<file path="config.mk">
export PLATFORM = sky130hd
export DESIGN_NAME = gdds_cfg
export DESIGN_NICKNAME = d
export VERILOG_FILES = /design/src/rtl/gdds_pkg.sv /design/src/rtl/gdds_cfg.sv
export SDC_FILE = /design/constraint.sdc
export NUM_CORES = 1
export LEC_CHECK = 0
export BUFFER_PORTS_ARGS = -buffer_cell sky130_fd_sc_hd__buf_2
export CORE_ASPECT_RATIO = 0.9
export CORE_MARGIN = 5
export CORE_UTILIZATION = 40
export CTS_CLUSTER_DIAMETER = 150
export DETAILED_ROUTE_END_ITERATION = 8
export GPL_TIMING_DRIVEN = 0
export PLACE_DENSITY = 0.66
export REMOVE_ABC_BUFFERS = 1
export SYNTH_ARGS = -nofsm -noshare
export SYNTH_HDL_FRONTEND = slang
export SYNTH_SLANG_ARGS = --single-unit
</file>
<file path="constraint.sdc">
create_clock -name clk -period 1.3 [get_ports clk]
set_clock_uncertainty 0.15 [all_clocks]
set_input_delay 0.065 -clock clk [delete_from_list [all_inputs] [get_ports clk]]
set_output_delay 0.065 -clock clk [all_outputs]
set_load 0.05 [all_outputs]
</file>
<file path="src/rtl/gdds_pkg.sv">
// shared types and constants for the drift-diffusion stencil core
`timescale 1ns / 1ps
package gdds_pkg;

  localparam int VAL_W  = 16;
  localparam int IN_W   = 32;
  localparam int RES_W  = 32;
  localparam int ROW_W  = 10;
  localparam int COL_W  = 8;
  localparam int PAD_W  = 6;
  localparam int OUT_W  = RES_W + ROW_W + COL_W + PAD_W;

  localparam int CFG_IDX_W  = 2;
  localparam int CFG_DATA_W = 16;
  localparam int COLS_W     = 9;
  localparam int ROWS_W     = 11;

  localparam logic [CFG_IDX_W-1:0] CFG_GRID_COLS     = 2'd0;
  localparam logic [CFG_IDX_W-1:0] CFG_GRID_ROWS     = 2'd1;
  localparam logic [CFG_IDX_W-1:0] CFG_INV_H_SQ      = 2'd2;
  localparam logic [CFG_IDX_W-1:0] CFG_INV_FOUR_H_SQ = 2'd3;

  localparam int TAP_N = 5;
  localparam logic [2:0] TAP_UP  = 3'd0;
  localparam logic [2:0] TAP_DN  = 3'd1;
  localparam logic [2:0] TAP_LF  = 3'd2;
  localparam logic [2:0] TAP_RT  = 3'd3;
  localparam logic [2:0] TAP_MID = 3'd4;

  typedef struct packed {
    logic              ram_we;
    logic              ram_re;
    logic              cap_en;
    logic [2:0]        cap_tap;
    logic              st1_en;
    logic              st2_en;
    logic              st3_en;
    logic              out_load;
    logic [ROW_W-1:0]  cell_row;
    logic [COL_W-1:0]  cell_col;
    logic              cell_last;
  } dp_cmd_t;

  typedef struct packed {
    logic out_free;
  } dp_status_t;

endpackage

</file>
<file path="src/rtl/gdds_cfg.sv">
// configuration registers and clamped grid size
`timescale 1ns / 1ps
module gdds_cfg #(
  parameter int MAX_COLS = 256,
  parameter int MAX_ROWS = 1024,
  localparam int CNW = $clog2(MAX_COLS + 1),
  localparam int RNW = $clog2(MAX_ROWS + 1)
) (
  input  logic                                clk,
  input  logic                                rst,
  input  logic                                cfg_valid,
  output logic                                cfg_ready,
  input  logic [gdds_pkg::CFG_IDX_W-1:0]      cfg_index,
  input  logic [gdds_pkg::CFG_DATA_W-1:0]     cfg_data,
  output logic [CNW-1:0]                      eff_cols,
  output logic [RNW-1:0]                      eff_rows,
  output logic [gdds_pkg::VAL_W-1:0]          inv_h_sq,
  output logic [gdds_pkg::VAL_W-1:0]          inv_four_h_sq
);
  import gdds_pkg::*;

  logic [COLS_W-1:0] grid_cols;
  logic [ROWS_W-1:0] grid_rows;

  assign cfg_ready = 1'b1;

  always_ff @(posedge clk) begin
    if (rst) begin
      grid_cols     <= COLS_W'(256);
      grid_rows     <= ROWS_W'(256);
      inv_h_sq      <= VAL_W'(256);
      inv_four_h_sq <= VAL_W'(64);
    end else if (cfg_valid && cfg_ready) begin
      unique case (cfg_index)
        CFG_GRID_COLS:     grid_cols     <= cfg_data[COLS_W-1:0];
        CFG_GRID_ROWS:     grid_rows     <= cfg_data[ROWS_W-1:0];
        CFG_INV_H_SQ:      inv_h_sq      <= cfg_data;
        CFG_INV_FOUR_H_SQ: inv_four_h_sq <= cfg_data;
        default: ;
      endcase
    end
  end

  always_comb begin
    if (32'(grid_cols) > MAX_COLS) begin
      eff_cols = CNW'(MAX_COLS);
    end else if (grid_cols < COLS_W'(2)) begin
      eff_cols = CNW'(2);
    end else begin
      eff_cols = CNW'(grid_cols);
    end
    if (32'(grid_rows) > MAX_ROWS) begin
      eff_rows = RNW'(MAX_ROWS);
    end else if (grid_rows < ROWS_W'(2)) begin
      eff_rows = RNW'(2);
    end else begin
      eff_rows = RNW'(grid_rows);
    end
  end

endmodule

</file>
======== Word level (Yosys, flattened, before mapping) ========
Cells that the tools add are included.
word-level totals
  bits in read-only memories .............. 0
  output and inout port bits .............. 53
  flip-flop bits (word level) ............. 52
  input bits .............................. 21
  bits in latches ......................... 0
  RAM bits ................................ 0
  logic and storage cells ................. 20
  memories ................................ 0
cells by class
  bitwise gates (word level) .............. 0
  multiply operators ...................... 0
  shifts and indexed selects .............. 0
  multiplexer cells ....................... 4
  div/mod/pow operators ................... 0
  add/sub/neg operators ................... 0
  reductions and logical operators ........ 5
  magnitude comparators ................... 4
  equality and inequality tests ........... 3
operator list
  kind                  number
  $mux 11               2
  $mux 9                2
  $gt 11x11->1 const B  1
  $lt 11x2->1 const B   1
  $gt 9x9->1 const B    1
  $lt 9x2->1 const B    1
  $reduce_and 2->1      4
  $eq 2x2->1 const B    2
  $eq 2x1->1 const B    1
  $logic_not 2->1       1

======== Longest topological paths before layout ========
  depth after elaboration ................. 3
  depth in mapped cells ................... 5
  mapped depth without buffers ............ 3

======== Least setup slack after synthesis ========
OpenSTA, ideal clock, no wires.
  kind .................................... reg-to-output
  start ................................... reg grid_rows[10]
  end ..................................... out eff_rows[0]
  data required time ...................... 1.085 ns
  stages on the path, launching flop included .. 3
  path buffers ............................ 1
  path slack .............................. -0.634 ns
  data arrival time ....................... 1.719 ns
  path through ............................ dfxtp_1 clkbuf_1 a311oi_1
between the ends
  word-level cells in the longest chain between the ends .. 3
  elaborated cells on any way between the ends .. 4
  those cells by class .................... 2 x order compare; 2 x mux
RTL lines
  what                    RTL line        RTL
  start, declared         gdds_cfg.sv:23  logic [ROWS_W-1:0] grid_rows;
  start signal, assigned  gdds_cfg.sv:36  CFG_GRID_ROWS: grid_rows <= cfg_data[ROWS_W-1:0];
  $lt 11x2->1             gdds_cfg.sv:54  end else if (grid_rows < ROWS_W'(2)) begin
  $mux 11                 gdds_cfg.sv:54
  $mux 11 (*)             gdds_cfg.sv:52  if (32'(grid_rows) > MAX_ROWS) begin
  end, declared           gdds_cfg.sv:16  output logic [RNW-1:0] eff_rows,
Mark *: on every way between the ends. The rest lies on a longest branch, timed or not.

======== Worst setup path after layout ========
  start ................................... reg grid_rows[6]
  end ..................................... out eff_rows[1]
Same word-level chain as after synthesis.

==> run_results.csv <==
group,metric,value,unit
sta,setup-violations-final,4,
sta,worst_slack,-0.272,ns
die,die_w,85.7,um
final_layout,final_util,58.2,%
status,status,"complete, but fails checks",
placed_design,place_ws,-0.312,ns
yosys,synth.area.top_cells,"dfxtp_1 50%, nand2_1 12%, mux2i_1 8.7%, a21oi_1 7.8%, nor2b_1 4.2%",
yosys,ys_seq_area_share,50.4,%
sta,rsz0062_at_grt,"true",
critical_path,crit_cells,4,
placed_design,gp_congestion,0.715,
drt,num_vias,1808,
final_layout,area_delta_synth_final,38.7,%
yosys,synth_cells,242,
sta,max_clock_freq,636,MHz
grt,track_usage,15.9,%
power,peakVddDrop,663,uV
die,start_util,41.9,%
critical_path,ff2ff_path_depth,2,
yosys,post_synth_num_cell_types,23,
critical_path,cp_max_fo,3,
sta,fin_tns_setup,-0.943,ns
status,violations,"negative setup slack",
clocking,cts_tree,"done",
critical_path,setup.worst_path.end,"eff_rows[1]",
die,dieArea,0.00670,mm^2
critical_path,crit_buf_inv,1,
final_layout,drive_gt1_share,33.2,%
placed_design,dp_hpwl,3500,um
die,core,0.00492,mm^2
critical_path,critPathLaunch,"grid_rows[6]",
yosys,synthDominantCellAreaShare,50.4,%
grt,antenna_found_initial,0,
critical_path,critPathSlowestCell,"dfxtp_2",
yosys,netlist_area,0.00206,mm^2
placed_design,io_buffer_count,72,
grt,grt_start_max_net_pins,53,
clocking,clock_sinks,52,
critical_path,rrSetupSlack,0.21,ns
critical_path,path_cells,"nor4_4, a21oi_2, nor2_1, buf_6",
critical_path,crit_required,1.09,ns
yosys,synth_top_area_cell,"dfxtp_1",
critical_path,worst_setup_path_start_kind,"flop",
drt,drt_iter0_markers,96,
critical_path,crit_family,"simple AND/OR/NAND/NOR gates",
run,cap_viol_max_count,0,
clocking,cts_max_level,2,
die,fp-row-count,24,
die,die_height,78.2,um
clocking,clk_latency,0.29,ns
hold_path,hold_depth,4,
drt,drc_errors,0,
hold_path,hp-class,"primary input to flop",
drt,via_per_inst,4.67,
clocking,cts-root-buf,"clkbuf_8",
yosys,syn_avg_cell_area,8.53,um^2
sta,drv_slew,0,
sta,hold_violations,0,
drt,ant_nets,0,
placed_design,placedInstanceArea,0.00238,mm^2
critical_path,regToRegStartpoint,"grid_cols[8]",
yosys,synth_seq_cells,52,
final_layout,fin_area,0.00286,mm^2
sta,slew_headroom,37.6,%
drt,routed_wl,5300,um
final_layout,diodes,0,
die,ioPinCount,74,
grt,grt_pass1_wl,8600,um
clocking,cts.clk_slew.worst_paths,0.09,ns
final_layout,fill_cells,455,
critical_path,end_kind,"output pin",
grt,grt-ovfl-total,0,
critical_path,crit_type,"flop to output pin",
critical_path,arrival,1.36,ns
grt,grt_pass1_vias,1728,
sta,worstMarginPinSlew,0.937,ns
final_layout,nets,342,
sta,timing.final.crit_share,121,%
critical_path,critPathMaxStageDelay,0.35,ns
sta,fin_crit,1.57,ns
critical_path,r2r_end,"grid_cols[8]",
power,p_per_area,1190,mW/mm^2
clocking,cts_buffers,5,
drt,avgRoutedWirePerCell,13.7,um
power,p_leak,1.28,nW
yosys,yosysWarnings,0,
clocking,cts_buffer_depth,2,
drt,drtPass1Iterations,4,
area by class of cell:
cell class	instances	area (um^2)	share of cell area (%)
clock buffers	7	96.3	3.36
repair buffers	90	613	21.4
flip-flops and latches	52	1070	37.2
well taps	65	81.3	2.84
multi-input cells	167	958	33.5
inverters	5	18.8	0.655
clock inverters	1	30.0	1.05
sequential cells by signal, summed over array words and instances (netlist names):
signal,cells
grid_cols,9
grid_rows,11
inv_four_h_sq,16
inv_h_sq,16
routing by layer:
| metal | share of wire [%] | GRT usage (%) | up-vias |
|---|---|---|---|
| li1 | - | - | 940 |
| met1 | 46 | 21.0 | 820 |
| met2 | 48 | 26.2 | 44 |
| met3 | 5.3 | 3.87 | 4 |
| met4 | 0.72 | 3.64 | 0 |
| met5 | 0 | 0 | - |
worst reg2reg max path: cells and delay by family (launching register included):
| kind | cells | cell delay (ns) |
|---|---|---|
| flops | 1 | 0.40 |
| simple gates | 1 | 0.16 |
| compound gates | 1 | 0.28 |
report_power, final:
part / leakage, nW / total (W) / internal [W] / switching, W
Sequential: 0.429 / 0.00169 / 0.00165 / 0.0000457
Clock: 0.0645 / 0.00118 / 0.000679 / 0.000501
Combinational: 0.789 / 0.000549 / 0.000186 / 0.000363
Total: 1.28 / 0.00342 / 0.00251 / 0.000909
cells in the mapped netlist:
library cell  instances
nand3b_1              3
nor2b_2               1
nor2b_1              14
inv_1                 5
and3_1                1
clkbuf_1              8
buf_2                 2
nand3_1               1
a311oi_1              2
conb_1                1
buf_6                 4
mux2i_1              18
a21oi_1              32
nand2_1              64
nor3b_2               1
nor2_1               22
buf_4                 3
and3b_1               1
a211o_1               2
clkbuf_8              1
dfxtp_1              52
nor4_1                3
nand3b_2              1
cells by family (layout without fill, tap and decap cells):
group           count (synthesis)  in the layout  share of synthesized area, %
simple gates                  112            112                          24.4
compound gates                 36             36                          9.45
mux                            18             18                          8.73
flops                          52             52                          50.4
other cells                     1              1                         0.182
buf+inv                        23            103                          6.79
what timing repair did:
| item | CTS | global route |
|---|---|---|
| setup endpoints to repair | 20 | 28 |
| gates resized for setup | 29 | 37 |
| hold buffers | 16 | 0 |
| pin swaps | 8 | 6 |
| hold endpoints to repair | 51 | 0 |
| setup buffers | 2 | 0 |
placed cells by master (no fill, tap or decap), types with 5 or more instances in the layout:
cell / netlist / final
inv_1: 5 / 5
mux2i_1: 18 / 18
nor2b_1: 14 / 10
dfxtp_1: 52 / 38
dfxtp_2: 0 / 11
dlygate4sd3_1: 0 / 16
a21oi_1: 32 / 31
buf_6: 4 / 8
buf_4: 3 / 12
clkbuf_8: 1 / 7
nand2_1: 64 / 64
buf_2: 2 / 53
nor2_1: 22 / 22
how the worst min path moves through the flow:
stage,endpoint,from
floorplan,inv_four_h_sq[0],rst
global placement,inv_four_h_sq[12],cfg_data[12]
detailed placement,inv_four_h_sq[12],cfg_data[12]
CTS,grid_cols[7],cfg_index[0]
global route,grid_cols[4],cfg_index[0]
finish,grid_cols[7],cfg_index[0]
per-stage QoR:
stage / power, W / cells / hold WS, ns
floorplan: 0.00203 / 224 / -0.0159
global placement: 0.00220 / 361 / 0.170
finish: 0.00342 / 387 / 0.121
global route: 0.00358 / 387 / 0.129
detailed placement: 0.00220 / 361 / 0.174
CTS: 0.00345 / 387 / 0.147
(Power assumes the default switching activity.)
