[src/rtl/gdds_pkg.sv]
// shared types and constants for the drift-diffusion stencil core
`timescale 1ns / 1ps
package gdds_pkg;

  localparam int VAL_W  = 16;
  localparam int IN_W   = 32;
  localparam int RES_W  = 32;
  localparam int ROW_W  = 10;
  localparam int COL_W  = 8;
  localparam int PAD_W  = 6;
  localparam int OUT_W  = RES_W + ROW_W + COL_W + PAD_W;

  localparam int CFG_IDX_W  = 2;
  localparam int CFG_DATA_W = 16;
  localparam int COLS_W     = 9;
  localparam int ROWS_W     = 11;

  localparam logic [CFG_IDX_W-1:0] CFG_GRID_COLS     = 2'd0;
  localparam logic [CFG_IDX_W-1:0] CFG_GRID_ROWS     = 2'd1;
  localparam logic [CFG_IDX_W-1:0] CFG_INV_H_SQ      = 2'd2;
  localparam logic [CFG_IDX_W-1:0] CFG_INV_FOUR_H_SQ = 2'd3;

  localparam int TAP_N = 5;
  localparam logic [2:0] TAP_UP  = 3'd0;
  localparam logic [2:0] TAP_DN  = 3'd1;
  localparam logic [2:0] TAP_LF  = 3'd2;
  localparam logic [2:0] TAP_RT  = 3'd3;
  localparam logic [2:0] TAP_MID = 3'd4;

  typedef struct packed {
    logic              ram_we;
    logic              ram_re;
    logic              cap_en;
    logic [2:0]        cap_tap;
    logic              st1_en;
    logic              st2_en;
    logic              st3_en;
    logic              out_load;
    logic [ROW_W-1:0]  cell_row;
    logic [COL_W-1:0]  cell_col;
    logic              cell_last;
  } dp_cmd_t;

  typedef struct packed {
    logic out_free;
  } dp_status_t;

endpackage

[src/rtl/gdds_ctrl.sv]
// raster position, result sequencing and row store addressing
`timescale 1ns / 1ps
module gdds_ctrl #(
  parameter int MAX_COLS = 256,
  parameter int MAX_ROWS = 1024,
  localparam int CW  = $clog2(MAX_COLS),
  localparam int RW  = $clog2(MAX_ROWS),
  localparam int CNW = $clog2(MAX_COLS + 1),
  localparam int RNW = $clog2(MAX_ROWS + 1),
  localparam int AW  = $clog2(3 * MAX_COLS)
) (
  input  logic                  clk,
  input  logic                  rst,
  input  logic                  s_tvalid,
  output logic                  s_tready,
  input  logic [CNW-1:0]        eff_cols,
  input  logic [RNW-1:0]        eff_rows,
  output gdds_pkg::dp_cmd_t     cmd,
  input  gdds_pkg::dp_status_t  status,
  output logic [AW-1:0]         ram_waddr,
  output logic [AW-1:0]         ram_raddr
);
  import gdds_pkg::*;

  localparam logic [2:0] S_IDLE  = 3'd0;
  localparam logic [2:0] S_READ  = 3'd1;
  localparam logic [2:0] S_DRAIN = 3'd2;
  localparam logic [2:0] S_ST1   = 3'd3;
  localparam logic [2:0] S_ST2   = 3'd4;
  localparam logic [2:0] S_ST3   = 3'd5;
  localparam logic [2:0] S_OUT   = 3'd6;

  localparam logic [1:0] JOB_UP   = 2'd0;
  localparam logic [1:0] JOB_LEFT = 2'd1;
  localparam logic [1:0] JOB_SELF = 2'd2;

  function automatic logic [1:0] slot_prev(input logic [1:0] s);
    return (s == 2'd0) ? 2'd2 : s - 2'd1;
  endfunction

  function automatic logic [1:0] slot_succ(input logic [1:0] s);
    return (s == 2'd2) ? 2'd0 : s + 2'd1;
  endfunction

  function automatic logic [AW-1:0] slot_base(input logic [1:0] s);
    logic [AW-1:0] b;
    unique case (s)
      2'd0:    b = '0;
      2'd1:    b = AW'(MAX_COLS);
      2'd2:    b = AW'(2 * MAX_COLS);
      default: b = '0;
    endcase
    return b;
  endfunction

  logic [2:0]    state, state_next;
  logic [RW-1:0] row_count;
  logic [CW-1:0] col_count;
  logic [1:0]    slot_count;
  logic [RW-1:0] item_r;
  logic [CW-1:0] item_c;
  logic [1:0]    item_slot;
  logic          has_b, has_c;
  logic [1:0]    job;
  logic [2:0]    tap;
  logic          cap_en_q;
  logic [2:0]    cap_tap_q;

  logic          accept, restart, last_col, last_row, more;
  logic [RW-1:0] pr, ci;
  logic [CW-1:0] pc, cj, lf, rt, rd_col;
  logic [1:0]    ps, su, si, sd, rd_slot;

  assign s_tready = (state == S_IDLE);
  assign accept   = s_tvalid && s_tready;

  assign restart  = (RNW'(row_count) >= eff_rows) || (CNW'(col_count) >= eff_cols);
  assign pr       = restart ? '0 : row_count;
  assign pc       = restart ? '0 : col_count;
  assign ps       = restart ? 2'd0 : slot_count;
  assign last_col = (CNW'(pc) == eff_cols - CNW'(1));
  assign last_row = (RNW'(pr) == eff_rows - RNW'(1));
  assign more     = ((job == JOB_UP) && has_b) || ((job == JOB_LEFT) && has_c);

  always_comb begin
    unique case (job)
      JOB_UP: begin
        ci = item_r - RW'(1);
        cj = item_c;
        si = slot_prev(item_slot);
        sd = item_slot;
        su = (item_r > RW'(1)) ? slot_prev(slot_prev(item_slot)) : slot_prev(item_slot);
      end
      JOB_LEFT: begin
        ci = item_r;
        cj = item_c - CW'(1);
        su = slot_prev(item_slot);
        si = item_slot;
        sd = item_slot;
      end
      default: begin
        ci = item_r;
        cj = item_c;
        su = slot_prev(item_slot);
        si = item_slot;
        sd = item_slot;
      end
    endcase
  end

  assign lf = (cj == '0) ? cj : cj - CW'(1);
  assign rt = (CNW'(cj) == eff_cols - CNW'(1)) ? cj : cj + CW'(1);

  always_comb begin
    unique case (tap)
      TAP_UP: begin
        rd_slot = su;
        rd_col  = cj;
      end
      TAP_DN: begin
        rd_slot = sd;
        rd_col  = cj;
      end
      TAP_LF: begin
        rd_slot = si;
        rd_col  = lf;
      end
      TAP_RT: begin
        rd_slot = si;
        rd_col  = rt;
      end
      default: begin
        rd_slot = si;
        rd_col  = cj;
      end
    endcase
  end

  assign ram_raddr = slot_base(rd_slot) + AW'(rd_col);
  assign ram_waddr = slot_base(ps) + AW'(pc);

  always_comb begin
    cmd.ram_we    = accept;
    cmd.ram_re    = (state == S_READ);
    cmd.cap_en    = cap_en_q;
    cmd.cap_tap   = cap_tap_q;
    cmd.st1_en    = (state == S_ST1);
    cmd.st2_en    = (state == S_ST2);
    cmd.st3_en    = (state == S_ST3);
    cmd.out_load  = (state == S_OUT) && status.out_free;
    cmd.cell_row  = ROW_W'(ci);
    cmd.cell_col  = COL_W'(cj);
    cmd.cell_last = (job == JOB_SELF);
  end

  always_comb begin
    state_next = state;
    unique case (state)
      S_IDLE: begin
        if (accept && (pr != '0)) begin
          state_next = S_READ;
        end
      end
      S_READ: begin
        if (tap == TAP_MID) begin
          state_next = S_DRAIN;
        end
      end
      S_DRAIN: state_next = S_ST1;
      S_ST1:   state_next = S_ST2;
      S_ST2:   state_next = S_ST3;
      S_ST3:   state_next = S_OUT;
      S_OUT: begin
        if (status.out_free) begin
          state_next = more ? S_READ : S_IDLE;
        end
      end
      default: state_next = S_IDLE;
    endcase
  end

  always_ff @(posedge clk) begin
    if (rst) begin
      state      <= S_IDLE;
      row_count  <= '0;
      col_count  <= '0;
      slot_count <= 2'd0;
      job        <= JOB_UP;
      tap        <= TAP_UP;
      cap_en_q   <= 1'b0;
      cap_tap_q  <= TAP_UP;
    end else begin
      state     <= state_next;
      cap_en_q  <= (state == S_READ);
      cap_tap_q <= tap;
      if (accept) begin
        job <= JOB_UP;
        tap <= TAP_UP;
        if (last_col) begin
          col_count <= '0;
          if (last_row) begin
            row_count  <= '0;
            slot_count <= 2'd0;
          end else begin
            row_count  <= pr + RW'(1);
            slot_count <= slot_succ(ps);
          end
        end else begin
          col_count  <= pc + CW'(1);
          row_count  <= pr;
          slot_count <= ps;
        end
      end
      if ((state == S_READ) && (tap != TAP_MID)) begin
        tap <= tap + 3'd1;
      end
      if (cmd.out_load && more) begin
        job <= (job == JOB_UP) ? JOB_LEFT : JOB_SELF;
        tap <= TAP_UP;
      end
    end
  end

  always_ff @(posedge clk) begin
    if (accept) begin
      item_r    <= pr;
      item_c    <= pc;
      item_slot <= ps;
      has_b     <= last_row && (pc != '0);
      has_c     <= last_row && last_col;
    end
  end

  a_cap_after_read: assert property (@(posedge clk) disable iff (rst)
    cmd.cap_en |-> $past(state) == S_READ)
    else $error("tap capture without a preceding read");

  a_hold_when_blocked: assert property (@(posedge clk) disable iff (rst)
    (state == S_OUT && !status.out_free) |=> (state == S_OUT && $stable(job)))
    else $error("result stage left while output occupied");

  a_no_rw_overlap: assert property (@(posedge clk) disable iff (rst)
    cmd.ram_we |-> !cmd.ram_re)
    else $error("row store written during a read sequence");

  a_frame_end_idle: assert property (@(posedge clk) disable iff (rst)
    (cmd.out_load && cmd.cell_last) |=> state == S_IDLE)
    else $error("sequence continued after final cell");

endmodule

[config.mk]
export PLATFORM = sky130hd
export DESIGN_NAME = gdds_ctrl
export DESIGN_NICKNAME = d
export VERILOG_FILES = /design/src/rtl/gdds_pkg.sv /design/src/rtl/gdds_ctrl.sv
export SDC_FILE = /design/constraint.sdc
export NUM_CORES = 1
export LEC_CHECK = 0
export ABC_AREA = 1
export BUFFER_PORTS_ARGS = -buffer_cell sky130_fd_sc_hd__buf_2
export CORE_AREA = 5 5 99 101
export CTS_CLUSTER_DIAMETER = 100
export DETAILED_ROUTE_END_ITERATION = 10
export DIE_AREA = 0 0 104 106
export HOLD_SLACK_MARGIN = 0.06
export PLACE_DENSITY = 0.77
export SLEW_MARGIN = 30
export SYNTH_ARGS = -nofsm -noshare
export SYNTH_HDL_FRONTEND = slang
export SYNTH_SLANG_ARGS = --single-unit
[constraint.sdc]
create_clock -name clk -period 7.15 [get_ports clk]
set_clock_uncertainty 0.05 [all_clocks]
set_input_delay 0.3575 -clock clk [delete_from_list [all_inputs] [get_ports clk]]
set_output_delay 0.3575 -clock clk [all_outputs]
set_load 0.05 [all_outputs]
**Word level (Yosys, flattened, before mapping)**

Index checks and enable logic that the tools add are counted.

- Register bits: 54
- Output and inout bits: 50

- $add $sub $neg: 14
- Magnitude comparators: 3
- Equal/unequal tests: 23
- Multiplexer cells: 32
- Reduce and logical (&&, ||, !) cells: 23

Operators with widths:

| cell | number |
|---|---|
| 2-to-1 mux 10 bit | 4 |
| 2-to-1 mux 8 bit | 5 |
| case mux 10 bit (2 select lines) | 2 |
| 2-to-1 mux 2 bit | 12 |
| case mux 3 bit (7 select lines) | 1 |
| adder 10 x 8 -> 10 bit | 2 |
| == test 8 x 9 -> 1 bit | 2 |
| adder 8 x 1 -> 8 bit (second input constant) | 2 |
| case mux 8 bit (2 select lines) | 1 |
| subtractor 8 x 1 -> 8 bit (second input constant) | 2 |
| 2-to-1 mux 3 bit | 5 |
| == test 3 x 2 -> 1 bit (second input constant) | 4 |
| == test 3 bit (second input constant) | 4 |
| == test 10 x 11 -> 1 bit | 1 |
| >= comparator 10 x 11 -> 1 bit | 1 |
| subtractor 11 x 1 -> 11 bit (second input constant) | 1 |
| adder 10 x 1 -> 10 bit (second input constant) | 1 |
| greater-than comparator 10 x 1 -> 1 bit (second input constant) | 1 |
| nonzero test 10 bit | 1 |
| subtractor 10 x 1 -> 10 bit (second input constant) | 1 |
| >= comparator 8 x 9 -> 1 bit | 1 |
| logical AND 1 bit | 9 |
| subtractor 9 x 1 -> 9 bit (second input constant) | 1 |
| logical NOT 8 bit | 1 |
| other kinds (18) | 30 |

**Depth between registers and ports, before layout**

Gate-level depths: netlist (run 1).

- Word-level depth: 10
- Gate-level depth with buffers: 24
- Depth with buffers taken out: 24

**Least setup slack after synthesis (run 1)**

Ideal clock, no wire load.

- Kind: reg-to-output
- From: register item_c[0]
- To: output port ram_raddr[7]
- Arrival time: 3,988 ps
- Data required time: 6,743 ps
- Slack: 2,754 ps
- Cell stages (with the launch flop): 13
- Path through: edfxtp_1 inv_1 ha_1 inv_1 nor3_2 nand2_1 xor2_1 xor2_1 nor3_1 nand3_2 nand2_1 o21ai_0 o21ai_0

RTL lines:

| item | line | text |
|---|---|---|
| start, declared | gdds_ctrl.sv:61 | `logic [CW-1:0] item_c;` |
| start signal, assigned | gdds_ctrl.sv:227 | `item_c <= pc;` |
| end, declared | gdds_ctrl.sv:21 | `output logic [AW-1:0] ram_raddr` |

**Final worst setup path (run 1)**

- From: register item_c[0]
- To: output port ram_raddr[7]

- Longest elaborated chain between the ends: 6
- Elaborated cells on any way between the ends: 10
- Classes of those cells: add/sub: 4; eq/ne: 1; mux: 4; reduce/logical: 1

Ends and longest elaborated chain:

| item | line | text |
|---|---|---|
| subtractor 8 x 1 -> 8 bit | gdds_ctrl.sv:96 | `cj = item_c - CW'(1);` |
| 2-to-1 mux 8 bit * | gdds_ctrl.sv:86 | `unique case (job)` |
| adder 8 x 1 -> 8 bit, or another cell as far along | gdds_ctrl.sv:112 | `assign rt = (CNW'(cj) == eff_cols - CNW'(1)) ? cj : cj + CW'(1);` |
| 2-to-1 mux 8 bit, on equally long branches | gdds_ctrl.sv:112, gdds_ctrl.sv:111 |  |
| case mux 8 bit (2 select lines) * | gdds_ctrl.sv:115 | `unique case (tap)` |
| adder 10 x 8 -> 10 bit * | gdds_ctrl.sv:139 | `assign ram_raddr = slot_base(rd_slot) + AW'(rd_col);` |

Every way passes the cells marked *; elsewhere a longest branch is shown, timed or not.

==> parameters.txt, run 1 <==
Parameter                              Value

Placement
  Worst slack at placement    3.44 ns
  Routability Congestion    0.906
  I/O Buffers    73
  Half-perimeter wire length after detailed placement    10700 um
  Post-Place Cell Area    5540 um2

Drt
  Detailed-route wire length per cell    14.0 um
  Total length of routed wires    13400 um
  DRT Pass-1 Iters    5
  Antenna-violating nets left    0
  Vias per inst    5.55
  Iteration-0 DRC count of the detailed router    345
  Final routed DRC violation total    0
  Routed vias    5300

Die
  Core area    8930 um2
  Boundary Pins    74
  Standard-cell rows    35
  Width of the die    104 um
  Starting Density    57.3%
  Overall die area    11000 um2
  Chip Height    106 um

STA
  Count of final setup violators    0
  Smallest hold slack    0.317 ns
  Smallest setup slack after layout    3.28 ns
  Worst-margin pin slew    0.900 ns
  Unrepaired setup endpoints after global routing    false
  Worst slew margin    39.9%
  Final min period    3.87 ns
  Final period utilization    54.1%
  Max Freq    0.259 GHz
  Final-layout setup total negative slack    0 ns
  Number of pins with negative max-slew slack in the final report    0
  Count of endpoints failing hold in the final timing report    0

Pwr
  Gate power share    53.1%
  Net switching fraction of the power    49.9%
  Design internal power    656 uW
  Leakage    0.00295 uW
  Proportion of power drawn by flip-flops and latches    31.2%
  Power after layout    1310 uW
  VDD IR-drop max    0.113 mV
  Total net switching power    653 uW
  Clk pwr share    15.8%
  Power per unit of standard cell area    232 nW/um2

Critical path
  Startpoint type of the worst setup path    register
  Worst Path Arrival    3.46 ns
  Maximum fanout along the worst path    9
  R2R setup slack    3.82 ns
  Setup crit end kind    primary output
  Crit path required time    6.74 ns
  Worst setup path class    register to primary output

Cells and area
  Leading cell type in the layout, fill and taps excluded    nand2_1
  Filler Cell Count    859
  Layout cells sized above 1    13.5%
  Ant diodes    0
  Total number of nets in the final design    903
  Most frequent cells in the layout    nand2_1 (200), inv_1 (129), buf_2 (73), nor2_1 (63), nand3_1 (54)
  P&R area growth vs syn    10.3%
  Cell area after layout    5650 um2

Clock network
  TritonCTS clock tree    built
  Root Buffer Master    clkbuf_8
  Clk Latency, worst-skew pair    0.31 ns
  # resized after CTS    0
  Postcts setup bufs    0
  Number of clock sinks seen by CTS    54
  TritonCTS buffer count    5
  Worst-path clk slew    0.09 ns
  Hold_buf cts    0
  H-tree levels    2
  Clock Tree Buf Depth    2

Synthesis
  Total of flip-flops plus latches after synthesis    54
  Total nets after synthesis    839
  Number of standard cells after synthesis    779
  Synth cell types    47
  Number of synthesized flops with an enable pin    22
  Cell area after synthesis    5120 um2
  Most used flip-flop cell after synthesis    dfxtp_1
  Proportion of synthesized chip area in sequential cells    25.4%
  Async SR Flop Fraction    0%
  Avg Cell Area, Syn    6.58 um2
  Warnings, synthesis    0

GRT
  Pin count of the biggest net entering global routing    34
  First-pass GRT wire length    22400 um
  Initial antenna violation count    0
  Global route total overflow    0
  Vias in the first global route    4852
  Total GRT Usage    23.8%

Worst hold path
  Hold WC Path Type    input pin to register

Job
  Max_cap viols    0

Outcome
  Run status    complete, no violations
## final timing paths
| kind | startpoint | endpoint | cells past startpoint |
|---|---|---|---|
| setup / recovery | item_c[0]$_DFFE_PP_ | ram_raddr[7] | 13 |
| setup reg to reg | row_count[6]$_SDFFE_PP0P_ | row_count[4]$_SDFFE_PP0P_ | 20 |
| hold reg to reg | job[1]$_SDFFE_PP0P_ | job[1]$_SDFFE_PP0P_ | 2 |
| hold / removal | status | state[2]$_SDFFE_PP0P_ | 4 |
## metrics by stage
| step | utilization (%) | cells |
|---|---|---|
| 4_1_cts | 63.2 | 955 |
| 3_5_place_dp | 62.0 | 947 |
| 6_report | 63.2 | 955 |
| 5_1_grt | 63.2 | 955 |
| 2_1_floorplan | - | 779 |
| 3_3_place_gp | 62.0 | 947 |
## metal layers
metal / vias up / track usage, % / wire length (um)
li1: 2667 / - / -
met1: 2417 / 31.7 / 5970
met2: 204 / 40.6 / 6320
met3: 12 / 3.28 / 960
met4: 0 / 6.20 / 161
met5: - / 0 / 0
## logic make-up (layout without fill, tap and decap cells)
family                     after synthesis  after routing  share of synthesized area [%]
AOI/OAI and AO/OA                       88             88                           9.60
buffers and inverters                  150            215                           11.6
and+or+nand+nor                        407            407                           36.8
xor gates and xnor gates                44             44                           7.82
DFF                                     54             54                           25.4
adders and majority gates               36             36                           8.79
## final cells by class
cell class | instances | area (um2) | area share, %
clock inverters | 2 | 37.5 | 0.664
flip-flops and latches | 54 | 1300 | 23.0
clock buffers | 6 | 72.6 | 1.28
multi-input cells | 575 | 3230 | 57.1
inverters | 133 | 499 | 8.84
well taps | 111 | 139 | 2.46
repair buffers | 74 | 373 | 6.60
## registers in the layout, indices dropped and copies added, names as in the netlist
| signal | count |
|---|---|
| tap | 3 |
| state | 3 |
| slot_count | 2 |
| cap_en_q | 1 |
| has_c | 1 |
| has_b | 1 |
| row_count | 10 |
| col_count | 8 |
| job | 2 |
| item_r | 10 |
| cap_tap_q | 3 |
| item_slot | 2 |
| item_c | 8 |
## critical path: stages (launching register included)
cell,delay (ns)
edfxtp_1,0.40
inv_1,0.12
ha_1,0.15
inv_1,0.06
nor3_2,0.25
nand2_1,0.11
xor2_1,0.63
xor2_1,0.19
nor3_1,0.32
nand3_2,0.23
nand2_1,0.11
o21ai_0,0.08
o21ai_0,0.20
buf_2,0.29
## synthesized netlist by cell type (all sizes together), types with 2 or more instances
cell | instances | area share, %
a21oi | 40 | 3.9
a22oi | 2 | 0.29
and3 | 3 | 0.37
buf | 9 | 1.3
clkbuf | 8 | 0.59
dfxtp | 32 | 13
edfxtp | 22 | 13
ha | 36 | 8.8
inv | 133 | 9.7
nand2 | 203 | 15
nand3 | 63 | 7.0
nand3b | 3 | 0.44
nand4 | 40 | 4.9
nor2 | 69 | 5.8
nor3 | 17 | 1.9
nor4 | 2 | 0.24
o211ai | 5 | 0.73
o21ai | 33 | 3.4
or2 | 4 | 0.49
xnor2 | 8 | 1.4
xor2 | 36 | 6.4
## power groups by stage
| stage | Clock, uW | Sequential (uW) | Combinational (uW) |
|---|---|---|---|
| 6_report | 206 | 408 | 695 |
| 5_1_grt | 220 | 414 | 761 |
| 4_1_cts | 208 | 407 | 693 |
| 3_5_place_dp | 0 | 414 | 691 |
| 3_3_place_gp | 0 | 413 | 678 |
| 2_1_floorplan | 0 | 409 | 544 |
Note: power is estimated with default switching activity, not from simulation.
==> run 2, diff against run 1 <==
--- a/config.mk
+++ b/config.mk
@@ -7,12 +7,12 @@
 export LEC_CHECK = 0
 export ABC_AREA = 1
 export BUFFER_PORTS_ARGS = -buffer_cell sky130_fd_sc_hd__buf_2
-export CORE_AREA = 5 5 99 101
+export CORE_AREA = 5 5 100 102
 export CTS_CLUSTER_DIAMETER = 100
 export DETAILED_ROUTE_END_ITERATION = 10
-export DIE_AREA = 0 0 104 106
+export DIE_AREA = 0 0 105 107
 export HOLD_SLACK_MARGIN = 0.06
-export PLACE_DENSITY = 0.77
+export PLACE_DENSITY = 0.76
 export SLEW_MARGIN = 30
 export SYNTH_ARGS = -nofsm -noshare
 export SYNTH_HDL_FRONTEND = slang
==> constraint.sdc (replaced) <==
create_clock -name clk -period 3.8 [get_ports clk]
set_clock_uncertainty 0.05 [all_clocks]
set_input_delay 0.19 -clock clk [delete_from_list [all_inputs] [get_ports clk]]
set_output_delay 0.19 -clock clk [all_outputs]
set_load 0.05 [all_outputs]
==> run 2 against run 1 <==
Compared with the run above: critical path depth rose by 2; count of clock-buffer cells in the layout did not move; largest power group unchanged; combinational power rose by 90%; hold slack got worse by 0.18 ns.
==> parameters.txt, run 2 (synthesized netlist as in run 1, its figures left out) <==
Parameter                              Value

STA
  Final min period    3.43 ns
  Unrepaired setup endpoints after global routing    false
  Final-layout setup total negative slack    0 ns
  Worst slew margin    49.1%
  Worst-margin pin slew    0.761 ns
  Number of pins with negative max-slew slack in the final report    0
  Smallest setup slack after layout    0.374 ns
  Max Freq    0.292 GHz
  Count of final setup violators    0
  Count of endpoints failing hold in the final timing report    0
  Final period utilization    90.2%

Drt
  Met2 WL    6320 um
  Vias per inst    5.52
  DRT Pass-1 Iters    5
  Iteration-0 DRC count of the detailed router    386
  Highest routed metal layer    met4
  Detailed-route wire length per cell    14.2 um
  Metal1 wirelength    6110 um
  Antenna-violating nets left    0
  Met3 wire len    1040 um
  Final routed DRC violation total    0
  Total length of routed wires    13700 um
  Routed vias    5317

Cells and area
  Most frequent cells in the layout    nand2_1 (201), inv_1 (129), buf_2 (73), nor2_1 (63), nand3_1 (54)
  Area of the multi-input gates    3230 um2
  Leading cell type in the layout, fill and taps excluded    nand2_1
  Non-Filler Instances    963
  Final standard cell utilization of the core    63.1%
  Largest registers in the final layout    item_r x10, row_count x10
  Ant diodes    0
  Layout cells sized above 1    14.3%
  P&R area growth vs syn    11.1%
  Filler Cell Count    917
  Total number of nets in the final design    911
  Sequential cell area    1300 um2

Die
  Chip Height    107 um
  Standard-cell rows    35
  Boundary Pins    74
  Starting Density    56.8%
  Width of the die    105 um
  Overall die area    11200 um2
  Core area    9020 um2

Clock network
  Worst-path clk slew    0.11 ns
  TritonCTS buffer count    5
  Postcts setup bufs    0
  Hold_buf cts    0
  Clk Latency, worst-skew pair    0.32 ns
  Number of clock sinks seen by CTS    54
  Clock Tree Buf Depth    2
  Root Buffer Master    clkbuf_8
  TritonCTS clock tree    built
  H-tree levels    2
  # resized after CTS    0

Placement
  Routability Congestion    0.966
  Worst slack at placement    0.509 ns
  Half-perimeter wire length after detailed placement    11000 um
  I/O Buffers    73
  Number of cells in the design after placement    955

GRT
  First-pass GRT wire length    22500 um
  Total GRT Usage    23.8%
  Vias in the first global route    4760
  Initial antenna violation count    0
  Pin count of the biggest net entering global routing    29
  Global route total overflow    0

Critical path
  Critical register-to-register path endpoint    row_count[6]$_SDFFE_PP0P_
  Crit path required time    3.56 ns
  Maximum fanout along the worst path    9
  Setup crit end kind    primary output
  Number of gates on the worst path with buffers counted    15
  R2R setup slack    0.46 ns
  Number of cells traversed by the worst register-to-register path    19
  CP delay by family, top    simple AND/OR/NAND/NOR gates
  Startpoint of the worst setup timing path    item_c[0]$_DFFE_PP_
  Buffer and inverter count on the worst path    4
  CP Cell Sequence    inv_1 -> ha_1 -> inv_1 -> nor3_2 -> nand2_1 -> xor2_2 -> inv_1 -> nand2_1 -> nand4_1 -> nor3_1 -> nand3_2 -> nand2_1 -> o21ai_0 -> o21bai_1 -> buf_2
  R2R Path Start    row_count[6]$_SDFFE_PP0P_
  Slowest cell on the critical path    edfxtp_1
  Worst setup path class    register to primary output
  Crit path to    ram_raddr[4]
  Critical path's largest stage delay    0.39 ns
  Worst Path Arrival    3.19 ns
  Startpoint type of the worst setup path    register

Pwr
  VDD IR-drop max    0.198 mV
  Power per unit of standard cell area    425 nW/um2
  Proportion of power drawn by flip-flops and latches    31.6%
  Clk pwr share    13.8%
  Leakage    0.00298 uW
  Total net switching power    1240 uW
  Net switching fraction of the power    51.3%
  Design internal power    1180 uW
  Gate power share    54.6%

Worst hold path
  Hold WC Path Type    input pin to register
  Critical hold path startpoint    status

Job
  Max_cap viols    0

Outcome
  Run status    complete, no violations
[run 2: how the worst min path moves through the flow]
stage | cells after the start | to
after detailed placement | 2 | slot_count[1]$_SDFFE_PP0P_
after CTS | 4 | state[1]$_SDFFE_PP0P_
after global routing | 4 | state[1]$_SDFFE_PP0P_
final | 4 | state[1]$_SDFFE_PP0P_
after global placement | 2 | slot_count[1]$_SDFFE_PP0P_
after floorplan | 3 | state[1]$_SDFFE_PP0P_
[run 2: power groups by stage]
stage,combinational [uW],clock [uW],sequential [uW]
2_1_floorplan,1030,0,770
3_3_place_gp,1290,0,774
3_5_place_dp,1310,0,776
4_1_cts,1320,335,762
5_1_grt,1430,354,775
6_report,1320,334,764
[run 2: worst reg2reg max path, cell delays in order (launching register included)]
cell	delay [ns]
dfxtp_1	0.43
ha_1	0.30
nand2_1	0.10
inv_1	0.04
a21oi_1	0.14
nand2_1	0.06
nand2_1	0.56
nand2_4	0.13
inv_1	0.17
nand2_1	0.13
inv_1	0.13
ha_1	0.20
nand2_1	0.07
nor2_1	0.25
nand2_1	0.12
nor2_1	0.11
nand2_1	0.06
nand2_1	0.07
nand2_1	0.06
a21oi_1	0.11
[run 2: metal layers]
metal / GRT usage (%) / vias up
li1: - / 2681
met1: 32.4 / 2402
met2: 39.4 / 210
met3: 2.83 / 24
met4: 7.31 / 0
met5: 0 / -
[run 2: layout make-up]
type                            instances  area share, %
Multi-Input combinational cell        575           56.8
Clock buffer                            6           1.28
Timing Repair Buffer                   82           7.61
Inverter                              133           8.77
Tap cell                              111           2.44
Clock inverter                          2          0.242
Sequential cell                        54           22.9
[run 2: through the flow]
stage | total power [uW] | hold WS (ns) | instance area (um2)
final | 2420 | 0.133 | 5690
after global placement | 2070 | 0.417 | 5610
after global routing | 2560 | 0.162 | 5690
after CTS | 2420 | 0.131 | 5690
after floorplan | 1800 | 0.335 | 5130
after detailed placement | 2090 | 0.427 | 5610
